[src/sv/ssfs_pkg.sv]
package ssfs_pkg;

	localparam int DELTA_W    = 16;
	localparam int FRAME_W    = 12;
	localparam int COL_W      = 6;
	localparam int ROW_W      = 13;
	localparam int SCALE_W    = 17;
	localparam int OFFSET_W   = 32;
	localparam int COUNT_W    = 13;
	localparam int PERIOD_W   = 24;
	localparam int SIDE_W     = 7;
	localparam int START_W    = 12;
	localparam int CFG_IDX_W  = 3;
	localparam int CFG_DATA_W = 24;
	localparam int STEP_W     = 5;
	localparam int MUL_A_W    = 13;
	localparam int PROD_W     = MUL_A_W + PERIOD_W;

	localparam logic [SCALE_W-1:0] Q16_ONE   = 17'h10000;
	localparam logic [COUNT_W-1:0] FRAME_CAP = 13'd4096;

	typedef enum logic [CFG_IDX_W-1:0] {
		REG_COLUMNS      = 3'd0,
		REG_ROWS         = 3'd1,
		REG_FRAME_LIMIT  = 3'd2,
		REG_FRAME_PERIOD = 3'd3,
		REG_LOOPING      = 3'd4,
		REG_START_FRAME  = 3'd5
	} cfg_reg_t;

	typedef enum logic [3:0] {
		ACT_NONE,
		ACT_ACCUM,
		ACT_LOAD_REM,
		ACT_FRAME_REM,
		ACT_ADVANCE,
		ACT_STOP,
		ACT_SAVE_CR,
		ACT_SAVE_SX,
		ACT_SAVE_SY,
		ACT_SAVE_OX,
		ACT_FINISH,
		ACT_FINISH_IDLE
	} act_t;

	typedef enum logic [2:0] {
		DIV_NONE,
		DIV_TIME,
		DIV_WRAP,
		DIV_COLROW,
		DIV_SCALEX,
		DIV_SCALEY
	} div_op_t;

	typedef enum logic [1:0] {
		MUL_NONE,
		MUL_STEPS,
		MUL_X,
		MUL_Y
	} mul_op_t;

	typedef enum logic [2:0] {
		CND_NEVER,
		CND_ALWAYS,
		CND_IDLE_SHEET,
		CND_NO_PERIOD,
		CND_NO_LOOP,
		CND_Q_ZERO,
		CND_Q_GE_STEPS
	} cond_t;

	typedef struct packed {
		act_t              act;
		div_op_t           div_op;
		mul_op_t           mul_op;
		cond_t             cond;
		logic              wait_div;
		logic [STEP_W-1:0] target;
	} ctrl_t;

	typedef struct packed {
		logic                updated;
		logic [FRAME_W-1:0]  frame;
		logic [COL_W-1:0]    column;
		logic [ROW_W-1:0]    row;
		logic                playing;
		logic [SCALE_W-1:0]  uv_scale_x;
		logic [SCALE_W-1:0]  uv_scale_y;
		logic [OFFSET_W-1:0] uv_offset_x;
		logic [OFFSET_W-1:0] uv_offset_y;
	} res_t;

	localparam logic [STEP_W-1:0] STEP_CHK        = 5'd0;
	localparam logic [STEP_W-1:0] STEP_ACCUM      = 5'd1;
	localparam logic [STEP_W-1:0] STEP_DIV_TIME   = 5'd2;
	localparam logic [STEP_W-1:0] STEP_WAIT_TIME  = 5'd3;
	localparam logic [STEP_W-1:0] STEP_MODE       = 5'd4;
	localparam logic [STEP_W-1:0] STEP_LOOP       = 5'd5;
	localparam logic [STEP_W-1:0] STEP_DIV_WRAP   = 5'd6;
	localparam logic [STEP_W-1:0] STEP_WAIT_WRAP  = 5'd7;
	localparam logic [STEP_W-1:0] STEP_WRAP       = 5'd8;
	localparam logic [STEP_W-1:0] STEP_ONCE       = 5'd9;
	localparam logic [STEP_W-1:0] STEP_ADVANCE    = 5'd10;
	localparam logic [STEP_W-1:0] STEP_STOP       = 5'd11;
	localparam logic [STEP_W-1:0] STEP_STOP_APPLY = 5'd12;
	localparam logic [STEP_W-1:0] STEP_GEOM       = 5'd13;
	localparam logic [STEP_W-1:0] STEP_WAIT_CR    = 5'd14;
	localparam logic [STEP_W-1:0] STEP_SCALE_X    = 5'd15;
	localparam logic [STEP_W-1:0] STEP_WAIT_SX    = 5'd16;
	localparam logic [STEP_W-1:0] STEP_SCALE_Y    = 5'd17;
	localparam logic [STEP_W-1:0] STEP_WAIT_SY    = 5'd18;
	localparam logic [STEP_W-1:0] STEP_MUL_X      = 5'd19;
	localparam logic [STEP_W-1:0] STEP_MUL_Y      = 5'd20;
	localparam logic [STEP_W-1:0] STEP_FINISH     = 5'd21;
	localparam logic [STEP_W-1:0] STEP_NOUPD      = 5'd22;

	localparam ctrl_t CTRL_NOP = '{
		act:      ACT_NONE,
		div_op:   DIV_NONE,
		mul_op:   MUL_NONE,
		cond:     CND_NEVER,
		wait_div: 1'b0,
		target:   STEP_CHK
	};

	// Control store: one word per step, jumps taken when cond holds.
	function automatic ctrl_t ucode(input logic [STEP_W-1:0] pc);
		ctrl_t c;
		c = CTRL_NOP;
		unique case (pc)
			STEP_CHK: begin
				c.cond   = CND_IDLE_SHEET;
				c.target = STEP_NOUPD;
			end
			STEP_ACCUM: begin
				c.act    = ACT_ACCUM;
				c.cond   = CND_NO_PERIOD;
				c.target = STEP_GEOM;
			end
			STEP_DIV_TIME:  c.div_op = DIV_TIME;
			STEP_WAIT_TIME: c.wait_div = 1'b1;
			STEP_MODE: begin
				c.cond   = CND_NO_LOOP;
				c.target = STEP_ONCE;
			end
			STEP_LOOP: begin
				c.act    = ACT_LOAD_REM;
				c.cond   = CND_Q_ZERO;
				c.target = STEP_GEOM;
			end
			STEP_DIV_WRAP:  c.div_op = DIV_WRAP;
			STEP_WAIT_WRAP: c.wait_div = 1'b1;
			STEP_WRAP: begin
				c.act    = ACT_FRAME_REM;
				c.cond   = CND_ALWAYS;
				c.target = STEP_GEOM;
			end
			STEP_ONCE: begin
				c.cond   = CND_Q_GE_STEPS;
				c.target = STEP_STOP;
			end
			STEP_ADVANCE: begin
				c.act    = ACT_ADVANCE;
				c.cond   = CND_ALWAYS;
				c.target = STEP_GEOM;
			end
			STEP_STOP:       c.mul_op = MUL_STEPS;
			STEP_STOP_APPLY: c.act = ACT_STOP;
			STEP_GEOM:       c.div_op = DIV_COLROW;
			STEP_WAIT_CR:    c.wait_div = 1'b1;
			STEP_SCALE_X: begin
				c.act    = ACT_SAVE_CR;
				c.div_op = DIV_SCALEX;
			end
			STEP_WAIT_SX: c.wait_div = 1'b1;
			STEP_SCALE_Y: begin
				c.act    = ACT_SAVE_SX;
				c.div_op = DIV_SCALEY;
			end
			STEP_WAIT_SY: c.wait_div = 1'b1;
			STEP_MUL_X: begin
				c.act    = ACT_SAVE_SY;
				c.mul_op = MUL_X;
			end
			STEP_MUL_Y: begin
				c.act    = ACT_SAVE_OX;
				c.mul_op = MUL_Y;
			end
			STEP_FINISH: c.act = ACT_FINISH;
			STEP_NOUPD:  c.act = ACT_FINISH_IDLE;
			default: begin
				c.cond   = CND_ALWAYS;
				c.target = STEP_NOUPD;
			end
		endcase
		return c;
	endfunction

endpackage

[src/sv/ssfs_ifs.sv]
interface ssfs_step_if import ssfs_pkg::*; ();
	logic               valid;
	logic               ready;
	logic [DELTA_W-1:0] delta_time;
	logic               restart;

	modport source(output valid, delta_time, restart, input ready);
	modport sink(input valid, delta_time, restart, output ready);
endinterface

interface ssfs_result_if import ssfs_pkg::*; ();
	logic                valid;
	logic                ready;
	logic                updated;
	logic [FRAME_W-1:0]  frame;
	logic [COL_W-1:0]    column;
	logic [ROW_W-1:0]    row;
	logic                playing;
	logic [SCALE_W-1:0]  uv_scale_x;
	logic [SCALE_W-1:0]  uv_scale_y;
	logic [OFFSET_W-1:0] uv_offset_x;
	logic [OFFSET_W-1:0] uv_offset_y;

	modport source(output valid, updated, frame, column, row, playing,
		uv_scale_x, uv_scale_y, uv_offset_x, uv_offset_y, input ready);
	modport sink(input valid, updated, frame, column, row, playing,
		uv_scale_x, uv_scale_y, uv_offset_x, uv_offset_y, output ready);
endinterface

[src/sv/sprite_sheet_frame_sequencer.sv]
// Channel  Side  Handshake      Payload
// step     in    valid/ready    delta_time, restart
// result   out   valid/ready    updated, frame, column, row, playing, uv_scale/offset
// cfg      in    cfg_we         cfg_index, cfg_data (write only)
//
// One step request at a time. Updates run on a single bit-serial divider, one quotient
// bit per cycle, shared by the period, wrap, column/row and UV scale divisions.
// Reset (arst_n low) restores the register defaults, frame 0, time 0, playing.
// A new request is taken while the last result still waits in the output register;
// the program then holds on its final step until that register frees up.
module sprite_sheet_frame_sequencer import ssfs_pkg::*; #(
	parameter int MAX_SIDE  = 64,
	parameter int TIME_BITS = 32
) (
	input  logic                  clk,
	input  logic                  arst_n,
	input  logic                  cfg_we,
	input  logic [CFG_IDX_W-1:0]  cfg_index,
	input  logic [CFG_DATA_W-1:0] cfg_data,
	ssfs_step_if.sink             step,
	ssfs_result_if.source         result
);

	localparam int DV_W  = TIME_BITS + 1;
	localparam int CNT_W = $clog2(DV_W + 1);
	localparam int SUB_W = (TIME_BITS > PROD_W) ? TIME_BITS : PROD_W;
	localparam logic [SIDE_W-1:0] SIDE_CLIP = (MAX_SIDE > 127) ? 7'd127 : 7'(MAX_SIDE);

	// configuration
	logic [SIDE_W-1:0]   columns_q, rows_q;
	logic [COUNT_W-1:0]  frame_limit_q;
	logic [PERIOD_W-1:0] frame_period_q;
	logic                looping_q;
	logic [START_W-1:0]  start_frame_q;

	// animation state
	logic [TIME_BITS-1:0] elapsed_q;
	logic [FRAME_W-1:0]   frame_q;
	logic                 running_q;

	// sequencer
	logic              busy_q;
	logic [STEP_W-1:0] pc_q;
	ctrl_t             ctrl;
	logic              accept, hold, advance, finishing, out_free, cond_true;

	// datapath
	logic [DELTA_W-1:0]  delta_q;
	logic [SIDE_W-1:0]   cols_c, rws_c;
	logic [13:0]         total_c, lim_c;
	logic [COUNT_W-1:0]  count_c, count_q, steps_c;
	logic                f_over;
	logic [TIME_BITS-1:0] q_c;
	logic [DV_W-1:0]     sum_c, wrap_c;
	logic [COUNT_W-1:0]  absf_c;
	logic [SCALE_W-1:0]  numx_c, numy_c;

	// divider
	logic [CNT_W-1:0]    div_cnt_q;
	logic                div_busy;
	logic [DV_W-1:0]     quo_q;
	logic [PERIOD_W-1:0] rem_q, dvs_q;
	logic [PERIOD_W:0]   shifted_c;
	logic [PERIOD_W+1:0] trial_c;

	// multiplier
	logic [MUL_A_W-1:0]  mul_a;
	logic [PERIOD_W-1:0] mul_b;
	logic [PROD_W-1:0]   prod_q;

	// working results
	logic [SIDE_W-1:0]   col_q;
	logic [ROW_W-1:0]    row_q;
	logic [SCALE_W-1:0]  sx_q, sy_q;
	logic [OFFSET_W-1:0] ox_q;

	logic out_valid_q;
	res_t out_q;

	always_ff @(posedge clk or negedge arst_n) begin
		if (!arst_n) begin
			columns_q      <= 7'd1;
			rows_q         <= 7'd1;
			frame_limit_q  <= '0;
			frame_period_q <= 24'd1000;
			looping_q      <= 1'b1;
			start_frame_q  <= '0;
		end else if (cfg_we) begin
			unique case (cfg_index)
				REG_COLUMNS:      columns_q      <= cfg_data[SIDE_W-1:0];
				REG_ROWS:         rows_q         <= cfg_data[SIDE_W-1:0];
				REG_FRAME_LIMIT:  frame_limit_q  <= cfg_data[COUNT_W-1:0];
				REG_FRAME_PERIOD: frame_period_q <= cfg_data[PERIOD_W-1:0];
				REG_LOOPING:      looping_q      <= cfg_data[0];
				REG_START_FRAME:  start_frame_q  <= cfg_data[START_W-1:0];
				default: ;
			endcase
		end
	end

	// sheet geometry and effective frame count
	always_comb begin
		cols_c  = (int'(columns_q) > MAX_SIDE) ? SIDE_CLIP : columns_q;
		rws_c   = (int'(rows_q) > MAX_SIDE) ? SIDE_CLIP : rows_q;
		total_c = 14'(cols_c) * 14'(rws_c);
		lim_c   = (frame_limit_q != '0 && 14'(frame_limit_q) < total_c) ?
			14'(frame_limit_q) : total_c;
		count_c = (lim_c > 14'(FRAME_CAP)) ? FRAME_CAP : lim_c[COUNT_W-1:0];
	end

	always_ff @(posedge clk) begin
		count_q <= count_c;
	end

	assign f_over  = {1'b0, frame_q} >= count_q;
	assign steps_c = f_over ? 13'd1 : count_q - {1'b0, frame_q};
	assign q_c     = quo_q[TIME_BITS-1:0];
	assign sum_c   = {1'b0, elapsed_q} + DV_W'(delta_q);
	assign wrap_c  = f_over ? DV_W'(q_c) - DV_W'(1) : DV_W'(q_c) + DV_W'(frame_q);
	assign absf_c  = COUNT_W'(start_frame_q) + COUNT_W'(frame_q);
	assign numx_c  = Q16_ONE + SCALE_W'(cols_c >> 1);
	assign numy_c  = Q16_ONE + SCALE_W'(rws_c >> 1);

	// sequencer control
	assign ctrl       = ucode(pc_q);
	assign step.ready = !busy_q;
	assign accept     = step.valid && !busy_q;
	assign div_busy   = div_cnt_q != '0;
	assign out_free   = !out_valid_q || result.ready;
	assign finishing  = ctrl.act == ACT_FINISH || ctrl.act == ACT_FINISH_IDLE;
	assign hold       = (ctrl.wait_div && div_busy) || (finishing && !out_free);
	assign advance    = busy_q && !hold;

	always_comb begin
		unique case (ctrl.cond)
			CND_NEVER:      cond_true = 1'b0;
			CND_ALWAYS:     cond_true = 1'b1;
			CND_IDLE_SHEET: cond_true = !running_q || cols_c == '0 || rws_c == '0;
			CND_NO_PERIOD:  cond_true = frame_period_q == '0;
			CND_NO_LOOP:    cond_true = !looping_q;
			CND_Q_ZERO:     cond_true = q_c == '0;
			CND_Q_GE_STEPS: cond_true = q_c >= TIME_BITS'(steps_c);
			default:        cond_true = 1'b0;
		endcase
	end

	always_ff @(posedge clk or negedge arst_n) begin
		if (!arst_n) begin
			busy_q <= 1'b0;
			pc_q   <= STEP_CHK;
		end else if (accept) begin
			busy_q <= 1'b1;
			pc_q   <= STEP_CHK;
		end else if (advance) begin
			if (finishing) begin
				busy_q <= 1'b0;
			end else if (cond_true) begin
				pc_q <= ctrl.target;
			end else begin
				pc_q <= pc_q + 1'b1;
			end
		end
	end

	always_ff @(posedge clk) begin
		if (accept) begin
			delta_q <= step.delta_time;
		end
	end

	// animation state updates
	always_ff @(posedge clk or negedge arst_n) begin
		if (!arst_n) begin
			elapsed_q <= '0;
			frame_q   <= '0;
			running_q <= 1'b1;
		end else if (accept) begin
			if (step.restart) begin
				elapsed_q <= '0;
				frame_q   <= '0;
				running_q <= 1'b1;
			end
		end else if (advance) begin
			unique case (ctrl.act)
				ACT_ACCUM:     elapsed_q <= sum_c[TIME_BITS] ? '1 : sum_c[TIME_BITS-1:0];
				ACT_LOAD_REM:  elapsed_q <= TIME_BITS'(rem_q);
				ACT_FRAME_REM: frame_q   <= rem_q[FRAME_W-1:0];
				ACT_ADVANCE: begin
					frame_q   <= frame_q + q_c[FRAME_W-1:0];
					elapsed_q <= TIME_BITS'(rem_q);
				end
				ACT_STOP: begin
					// drop only the periods spent reaching the last frame
					elapsed_q <= TIME_BITS'(SUB_W'(elapsed_q) - SUB_W'(prod_q));
					frame_q   <= FRAME_W'(count_q - 1'b1);
					running_q <= 1'b0;
				end
				default: ;
			endcase
		end
	end

	// bit-serial restoring divider, dividend left-aligned in quo_q
	assign shifted_c = {rem_q, quo_q[DV_W-1]};
	assign trial_c   = {1'b0, shifted_c} - {2'b00, dvs_q};

	always_ff @(posedge clk or negedge arst_n) begin
		if (!arst_n) begin
			div_cnt_q <= '0;
		end else if (advance && ctrl.div_op != DIV_NONE) begin
			unique case (ctrl.div_op)
				DIV_TIME:   div_cnt_q <= CNT_W'(TIME_BITS);
				DIV_WRAP:   div_cnt_q <= CNT_W'(DV_W);
				DIV_COLROW: div_cnt_q <= CNT_W'(COUNT_W);
				default:    div_cnt_q <= CNT_W'(SCALE_W);
			endcase
		end else if (div_busy) begin
			div_cnt_q <= div_cnt_q - 1'b1;
		end
	end

	always_ff @(posedge clk) begin
		if (advance && ctrl.div_op != DIV_NONE) begin
			rem_q <= '0;
			unique case (ctrl.div_op)
				DIV_TIME: begin
					quo_q <= DV_W'(elapsed_q) << 1;
					dvs_q <= frame_period_q;
				end
				DIV_WRAP: begin
					quo_q <= wrap_c;
					dvs_q <= PERIOD_W'(count_q);
				end
				DIV_COLROW: begin
					quo_q <= DV_W'(absf_c) << (DV_W - COUNT_W);
					dvs_q <= PERIOD_W'(cols_c);
				end
				DIV_SCALEX: begin
					quo_q <= DV_W'(numx_c) << (DV_W - SCALE_W);
					dvs_q <= PERIOD_W'(cols_c);
				end
				default: begin
					quo_q <= DV_W'(numy_c) << (DV_W - SCALE_W);
					dvs_q <= PERIOD_W'(rws_c);
				end
			endcase
		end else if (div_busy) begin
			if (!trial_c[PERIOD_W+1]) begin
				rem_q <= trial_c[PERIOD_W-1:0];
				quo_q <= {quo_q[DV_W-2:0], 1'b1};
			end else begin
				rem_q <= shifted_c[PERIOD_W-1:0];
				quo_q <= {quo_q[DV_W-2:0], 1'b0};
			end
		end
	end

	// shared multiplier, product registered
	always_comb begin
		unique case (ctrl.mul_op)
			MUL_X: begin
				mul_a = MUL_A_W'(col_q);
				mul_b = PERIOD_W'(sx_q);
			end
			MUL_Y: begin
				mul_a = row_q;
				mul_b = PERIOD_W'(sy_q);
			end
			default: begin
				mul_a = steps_c;
				mul_b = frame_period_q;
			end
		endcase
	end

	always_ff @(posedge clk) begin
		if (advance && ctrl.mul_op != MUL_NONE) begin
			prod_q <= PROD_W'(mul_a) * PROD_W'(mul_b);
		end
	end

	always_ff @(posedge clk) begin
		if (advance) begin
			unique case (ctrl.act)
				ACT_SAVE_CR: begin
					col_q <= rem_q[SIDE_W-1:0];
					row_q <= quo_q[ROW_W-1:0];
				end
				ACT_SAVE_SX: sx_q <= quo_q[SCALE_W-1:0];
				ACT_SAVE_SY: sy_q <= quo_q[SCALE_W-1:0];
				ACT_SAVE_OX: ox_q <= prod_q[OFFSET_W-1:0];
				default: ;
			endcase
		end
	end

	// output register
	always_ff @(posedge clk or negedge arst_n) begin
		if (!arst_n) begin
			out_valid_q <= 1'b0;
		end else if (advance && finishing) begin
			out_valid_q <= 1'b1;
		end else if (result.ready) begin
			out_valid_q <= 1'b0;
		end
	end

	always_ff @(posedge clk) begin
		if (advance && ctrl.act == ACT_FINISH) begin
			out_q.updated     <= 1'b1;
			out_q.frame       <= frame_q;
			out_q.column      <= col_q[COL_W-1:0];
			out_q.row         <= row_q;
			out_q.playing     <= running_q;
			out_q.uv_scale_x  <= sx_q;
			out_q.uv_scale_y  <= sy_q;
			out_q.uv_offset_x <= ox_q;
			out_q.uv_offset_y <= prod_q[OFFSET_W-1:0];
		end else if (advance && ctrl.act == ACT_FINISH_IDLE) begin
			out_q.updated     <= 1'b0;
			out_q.frame       <= frame_q;
			out_q.column      <= '0;
			out_q.row         <= '0;
			out_q.playing     <= running_q;
			out_q.uv_scale_x  <= '0;
			out_q.uv_scale_y  <= '0;
			out_q.uv_offset_x <= '0;
			out_q.uv_offset_y <= '0;
		end
	end

	assign result.valid       = out_valid_q;
	assign result.updated     = out_q.updated;
	assign result.frame       = out_q.frame;
	assign result.column      = out_q.column;
	assign result.row         = out_q.row;
	assign result.playing     = out_q.playing;
	assign result.uv_scale_x  = out_q.uv_scale_x;
	assign result.uv_scale_y  = out_q.uv_scale_y;
	assign result.uv_offset_x = out_q.uv_offset_x;
	assign result.uv_offset_y = out_q.uv_offset_y;

`ifndef ASSERT_OFF
	a_div_start_idle: assert property (@(posedge clk) disable iff (!arst_n)
		busy_q && ctrl.div_op != DIV_NONE |-> !div_busy)
		else $error("divider started while busy");

	a_stop_only: assert property (@(posedge clk) disable iff (!arst_n)
		$fell(running_q) |-> $past(busy_q && ctrl.act == ACT_STOP))
		else $error("playing cleared outside the stop step");

	a_col_range: assert property (@(posedge clk) disable iff (!arst_n)
		busy_q && ctrl.act == ACT_FINISH |-> col_q < cols_c)
		else $error("column not below sheet columns");

	a_finish: assert property (@(posedge clk) disable iff (!arst_n)
		busy_q && finishing && out_free |=> !busy_q && out_valid_q)
		else $error("finish step did not post a result");

	a_idle_frame: assert property (@(posedge clk) disable iff (!arst_n)
		!busy_q && !accept |=> $stable(frame_q) && $stable(elapsed_q))
		else $error("state changed while idle");
`endif

endmodule

[src/flat_wrapper.sv]
// flat-port wrapper written by rule: the top's interface ports become plain ports
module sprite_sheet_frame_sequencer_flat import ssfs_pkg::*;
#(
	parameter int MAX_SIDE  = 64,
	parameter int TIME_BITS = 32
)
  (clk, arst_n, cfg_we, cfg_index, cfg_data, step_valid, step_delta_time, step_restart, step_ready, result_valid, result_updated, result_frame, result_column, result_row, result_playing, result_uv_scale_x, result_uv_scale_y, result_uv_offset_x, result_uv_offset_y, result_ready);
  ssfs_step_if step_i ();
  ssfs_result_if result_i ();
  input  logic clk;
  input  logic arst_n;
  input  logic cfg_we;
  input  logic [CFG_IDX_W-1:0] cfg_index;
  input  logic [CFG_DATA_W-1:0] cfg_data;
  input wire logic [$bits(step_i.valid)-1:0] step_valid;
  input wire logic [$bits(step_i.delta_time)-1:0] step_delta_time;
  input wire logic [$bits(step_i.restart)-1:0] step_restart;
  output wire logic [$bits(step_i.ready)-1:0] step_ready;
  output wire logic [$bits(result_i.valid)-1:0] result_valid;
  output wire logic [$bits(result_i.updated)-1:0] result_updated;
  output wire logic [$bits(result_i.frame)-1:0] result_frame;
  output wire logic [$bits(result_i.column)-1:0] result_column;
  output wire logic [$bits(result_i.row)-1:0] result_row;
  output wire logic [$bits(result_i.playing)-1:0] result_playing;
  output wire logic [$bits(result_i.uv_scale_x)-1:0] result_uv_scale_x;
  output wire logic [$bits(result_i.uv_scale_y)-1:0] result_uv_scale_y;
  output wire logic [$bits(result_i.uv_offset_x)-1:0] result_uv_offset_x;
  output wire logic [$bits(result_i.uv_offset_y)-1:0] result_uv_offset_y;
  input wire logic [$bits(result_i.ready)-1:0] result_ready;
  assign step_i.valid = step_valid;
  assign step_i.delta_time = step_delta_time;
  assign step_i.restart = step_restart;
  assign step_ready = step_i.ready;
  assign result_valid = result_i.valid;
  assign result_updated = result_i.updated;
  assign result_frame = result_i.frame;
  assign result_column = result_i.column;
  assign result_row = result_i.row;
  assign result_playing = result_i.playing;
  assign result_uv_scale_x = result_i.uv_scale_x;
  assign result_uv_scale_y = result_i.uv_scale_y;
  assign result_uv_offset_x = result_i.uv_offset_x;
  assign result_uv_offset_y = result_i.uv_offset_y;
  assign result_i.ready = result_ready;
  sprite_sheet_frame_sequencer #(.MAX_SIDE(MAX_SIDE), .TIME_BITS(TIME_BITS)) u_core (.clk(clk), .arst_n(arst_n), .cfg_we(cfg_we), .cfg_index(cfg_index), .cfg_data(cfg_data), .step(step_i), .result(result_i));
endmodule
[config.mk]
export PLATFORM = sky130hd
export DESIGN_NAME = sprite_sheet_frame_sequencer_flat
export DESIGN_NICKNAME = d
export VERILOG_FILES = /design/src/sv/ssfs_pkg.sv /design/src/sv/ssfs_ifs.sv /design/src/sv/sprite_sheet_frame_sequencer.sv /design/src/flat_wrapper.sv
export SDC_FILE = /design/constraint.sdc
export NUM_CORES = 2
export LEC_CHECK = 0
export BUFFER_PORTS_ARGS = -buffer_cell sky130_fd_sc_hd__buf_4
export CAP_MARGIN = 0
export CORE_UTILIZATION = 35
export DETAILED_ROUTE_END_ITERATION = 8
export MAX_ROUTING_LAYER = met4
export PLACE_DENSITY = 0.56
export SLEW_MARGIN = 25
export SYNTH_ARGS = -nofsm -noshare
export SYNTH_HDL_FRONTEND = slang
export SYNTH_SLANG_ARGS = --single-unit
[constraint.sdc]
create_clock -name clk -period 10.6 [get_ports clk]
set_input_delay 1.06 -clock clk [delete_from_list [all_inputs] [get_ports clk]]
set_output_delay 1.06 -clock clk [all_outputs]
set_load 0.01 [all_outputs]
==> flow_summary.ini <==
[status]
outcome = complete, no violations

[clocking]
cts_buffers = 57
hold_buffers = 0
path_clk_slew_ns = 0.06
htreeDepth = 2
clock-sinks = 481
cts_setup_buffers = 0
cts_resized = 0
root_buffer = clkbuf_16
cts_tree = yes
clk_path_buf_depth = 3
clkLatencyLatePin_ns = 0.70

[setup_path]
path_buf_inv = 5
arrival_ns = 9.60
crit_fanout = 32
cpMostUsedCell = fa_1
setup.worst_path.end_class = flip-flop
cp_top_family = compound AO/OA/AOI/OAI gates
max_stage_delay_ns = 0.58
slowest_stage = dfrtp_1
crit_type = reg -> reg
required_ns = 11.05
startpoint_type = flip-flop

[timing]
finClkSkew_ns = 0.0595
hold_slack_ns = 0.382
finalSetupTns_ns = 0
drv_slew = 0
rsz0062_at_grt = false
finalHoldViolCount = 0
setup_viol = 0
fmax_ghz = 0.109
worst_slew_pin_slew_ns = 1.14
post-route-period-util_pct = 86.3
max-slew-margin-rel_pct = 23.4
fin_crit_ns = 9.15

[floorplan]
die_w_um = 332
rows = 120
io_pins = 182
die_height_um = 332
die-area_um2 = 110000
core_um2 = 108000
initial_utilization_pct = 35.4

[layout]
multiInputGateArea_um2 = 22300
fin_cells = 5558
regArea_um2 = 13500
layout-drive-gt1-share_pct = 10.7
area_growth_pct = 13.2
fillers = 10665
fin_nets = 4685

[synth]
yosysMostFrequentCell = inv_1
synth_area_leaders = edfxtp_1 (25%), fa_1 (14%), ha_1 (8.7%)
synth_cell_types = 89
synth_top_area_share_pct = 25.3
synth_edf_count = 321
synth_warnings = 0
syn-num-nets = 4519
synth_top_flop_cell = edfxtp_1
netlist_top_cells_count = inv_1 (491), nand2_1 (361), nor2_1 (349)
synthCells = 3941
synth_area_um2 = 38100
yosysTopAreaCell = edfxtp_1
ys_ff_latch = 481
avgSynthCellArea_um2 = 9.66
async_reset_ff_share_pct = 25.4
synth_seq_area_share_pct = 35.4

[route]
drt_iter0_drc = 3133
vias_per_cell = 5.50
firstDrtPassIters = 7
ant_nets = 0
vias = 30547
wl_per_cell_um = 23.4
drc = 0
drt-total-wl_um = 130000

[flow_run]
drv_cap = 0

[global_routing]
antenna_found_initial = 7
grt_pass1_vias = 29474
grt_max_degree = 87
grt_usage_pct = 24.1
grt_pass1_wl_um = 193000
grt_overflow_total = 0

[min_path]
hold_class = in -> async

[place]
io_buffers = 181
gp_congestion = 0.971
hpwl_um = 102000
dp_cells = 5451
[cell usage in the layout, fill, tap and decap left out, types with 50 or more instances in the layout]
cell type,count
xor2_1,57
o21ai_0,196
mux2_2,61
xnor2_1,107
nand3_1,52
inv_1,490
dfrtp_1,112
nor2_1,345
a21oi_1,217
ha_1,264
buf_4,247
and2_1,124
nand2_1,359
o21a_1,50
edfxtp_1,321
nor3_1,76
fa_1,265
a21o_1,86
clkbuf_16,57
[layer usage]
metal,global-route usage [%],vias to the layer above,wire length (µm)
met1,32.8,15124,57700
li1,-,14003,-
met3,3.58,186,10100
met5,-,-,0
met4,7.74,0,4260
met2,36.8,1234,58200
[through the flow]
| stage | area, µm² | util [%] | setup slack, ns |
|---|---|---|---|
| after global routing | 43100 | 40.1 | 0.833 |
| after detailed placement | 41200 | 38.3 | 1.49 |
| after floorplan | 38100 | - | 2.19 |
| after global placement | 41200 | 38.3 | 1.66 |
| final | 43100 | 40.1 | 1.45 |
| after CTS | 43100 | 40.1 | 1.49 |
[flip-flops by register name, indices dropped and copies added (netlist names), 13 cells and up]
register	count
u_core.count_q	13
u_core.delta_q	16
u_core.dvs_q	24
u_core.elapsed_q	32
u_core.frame_limit_q	13
u_core.frame_period_q	24
u_core.ox_q	32
u_core.prod_q	32
u_core.quo_q	33
u_core.rem_q	24
u_core.result.row	13
u_core.result.uv_offset_x	32
u_core.result.uv_offset_y	32
u_core.result.uv_scale_x	17
u_core.result.uv_scale_y	17
u_core.row_q	13
u_core.sx_q	17
u_core.sy_q	17
[cells by family after synthesis]
logic type / share of synthesized area [%]
muxes: 2.30
adders and majority gates: 22.6
DFF: 35.4
and+or+nand+nor: 14.1
xor gates and xnor gates: 3.77
AOI/OAI and AO/OA: 15.5
buffers and inverters: 6.37
[worst paths after layout]
path                       slack (ns)                          start                          endpoint  cells past startpoint
min                              0.38                         arst_n   u_core.columns_q[4]$_DFFE_PN0P_                      1
max                              1.45  u_core.frame_q[1]$_DFFE_PN0P_       u_core.prod_q[28]$_DFFE_PP_                     31
min reg2reg                      0.45    u_core.prod_q[21]$_DFFE_PP_         u_core.ox_q[21]$_DFFE_PP_                      0
max in group asynchronous        8.85                         arst_n  u_core.elapsed_q[11]$_DFFE_PN0P_                      2
min in group clk                 0.45    u_core.prod_q[21]$_DFFE_PP_         u_core.ox_q[21]$_DFFE_PP_                      0
max reg2reg                      1.45  u_core.frame_q[1]$_DFFE_PN0P_       u_core.prod_q[28]$_DFFE_PP_                     31
[area by class of cell]
| type | instances | area share [%] |
|---|---|---|
| well taps | 1403 | 4.07 |
| multi-input cells | 2826 | 51.7 |
| flip-flops and latches | 481 | 31.2 |
| diodes | 3 | 0.0174 |
| repair buffers | 248 | 4.33 |
| inverters | 493 | 4.30 |
| clock inverters | 36 | 0.923 |
| clock buffers | 68 | 3.45 |
Power is not shown: default switching activity piles up to over one toggle a cycle in this logic, so the estimate is an artifact.
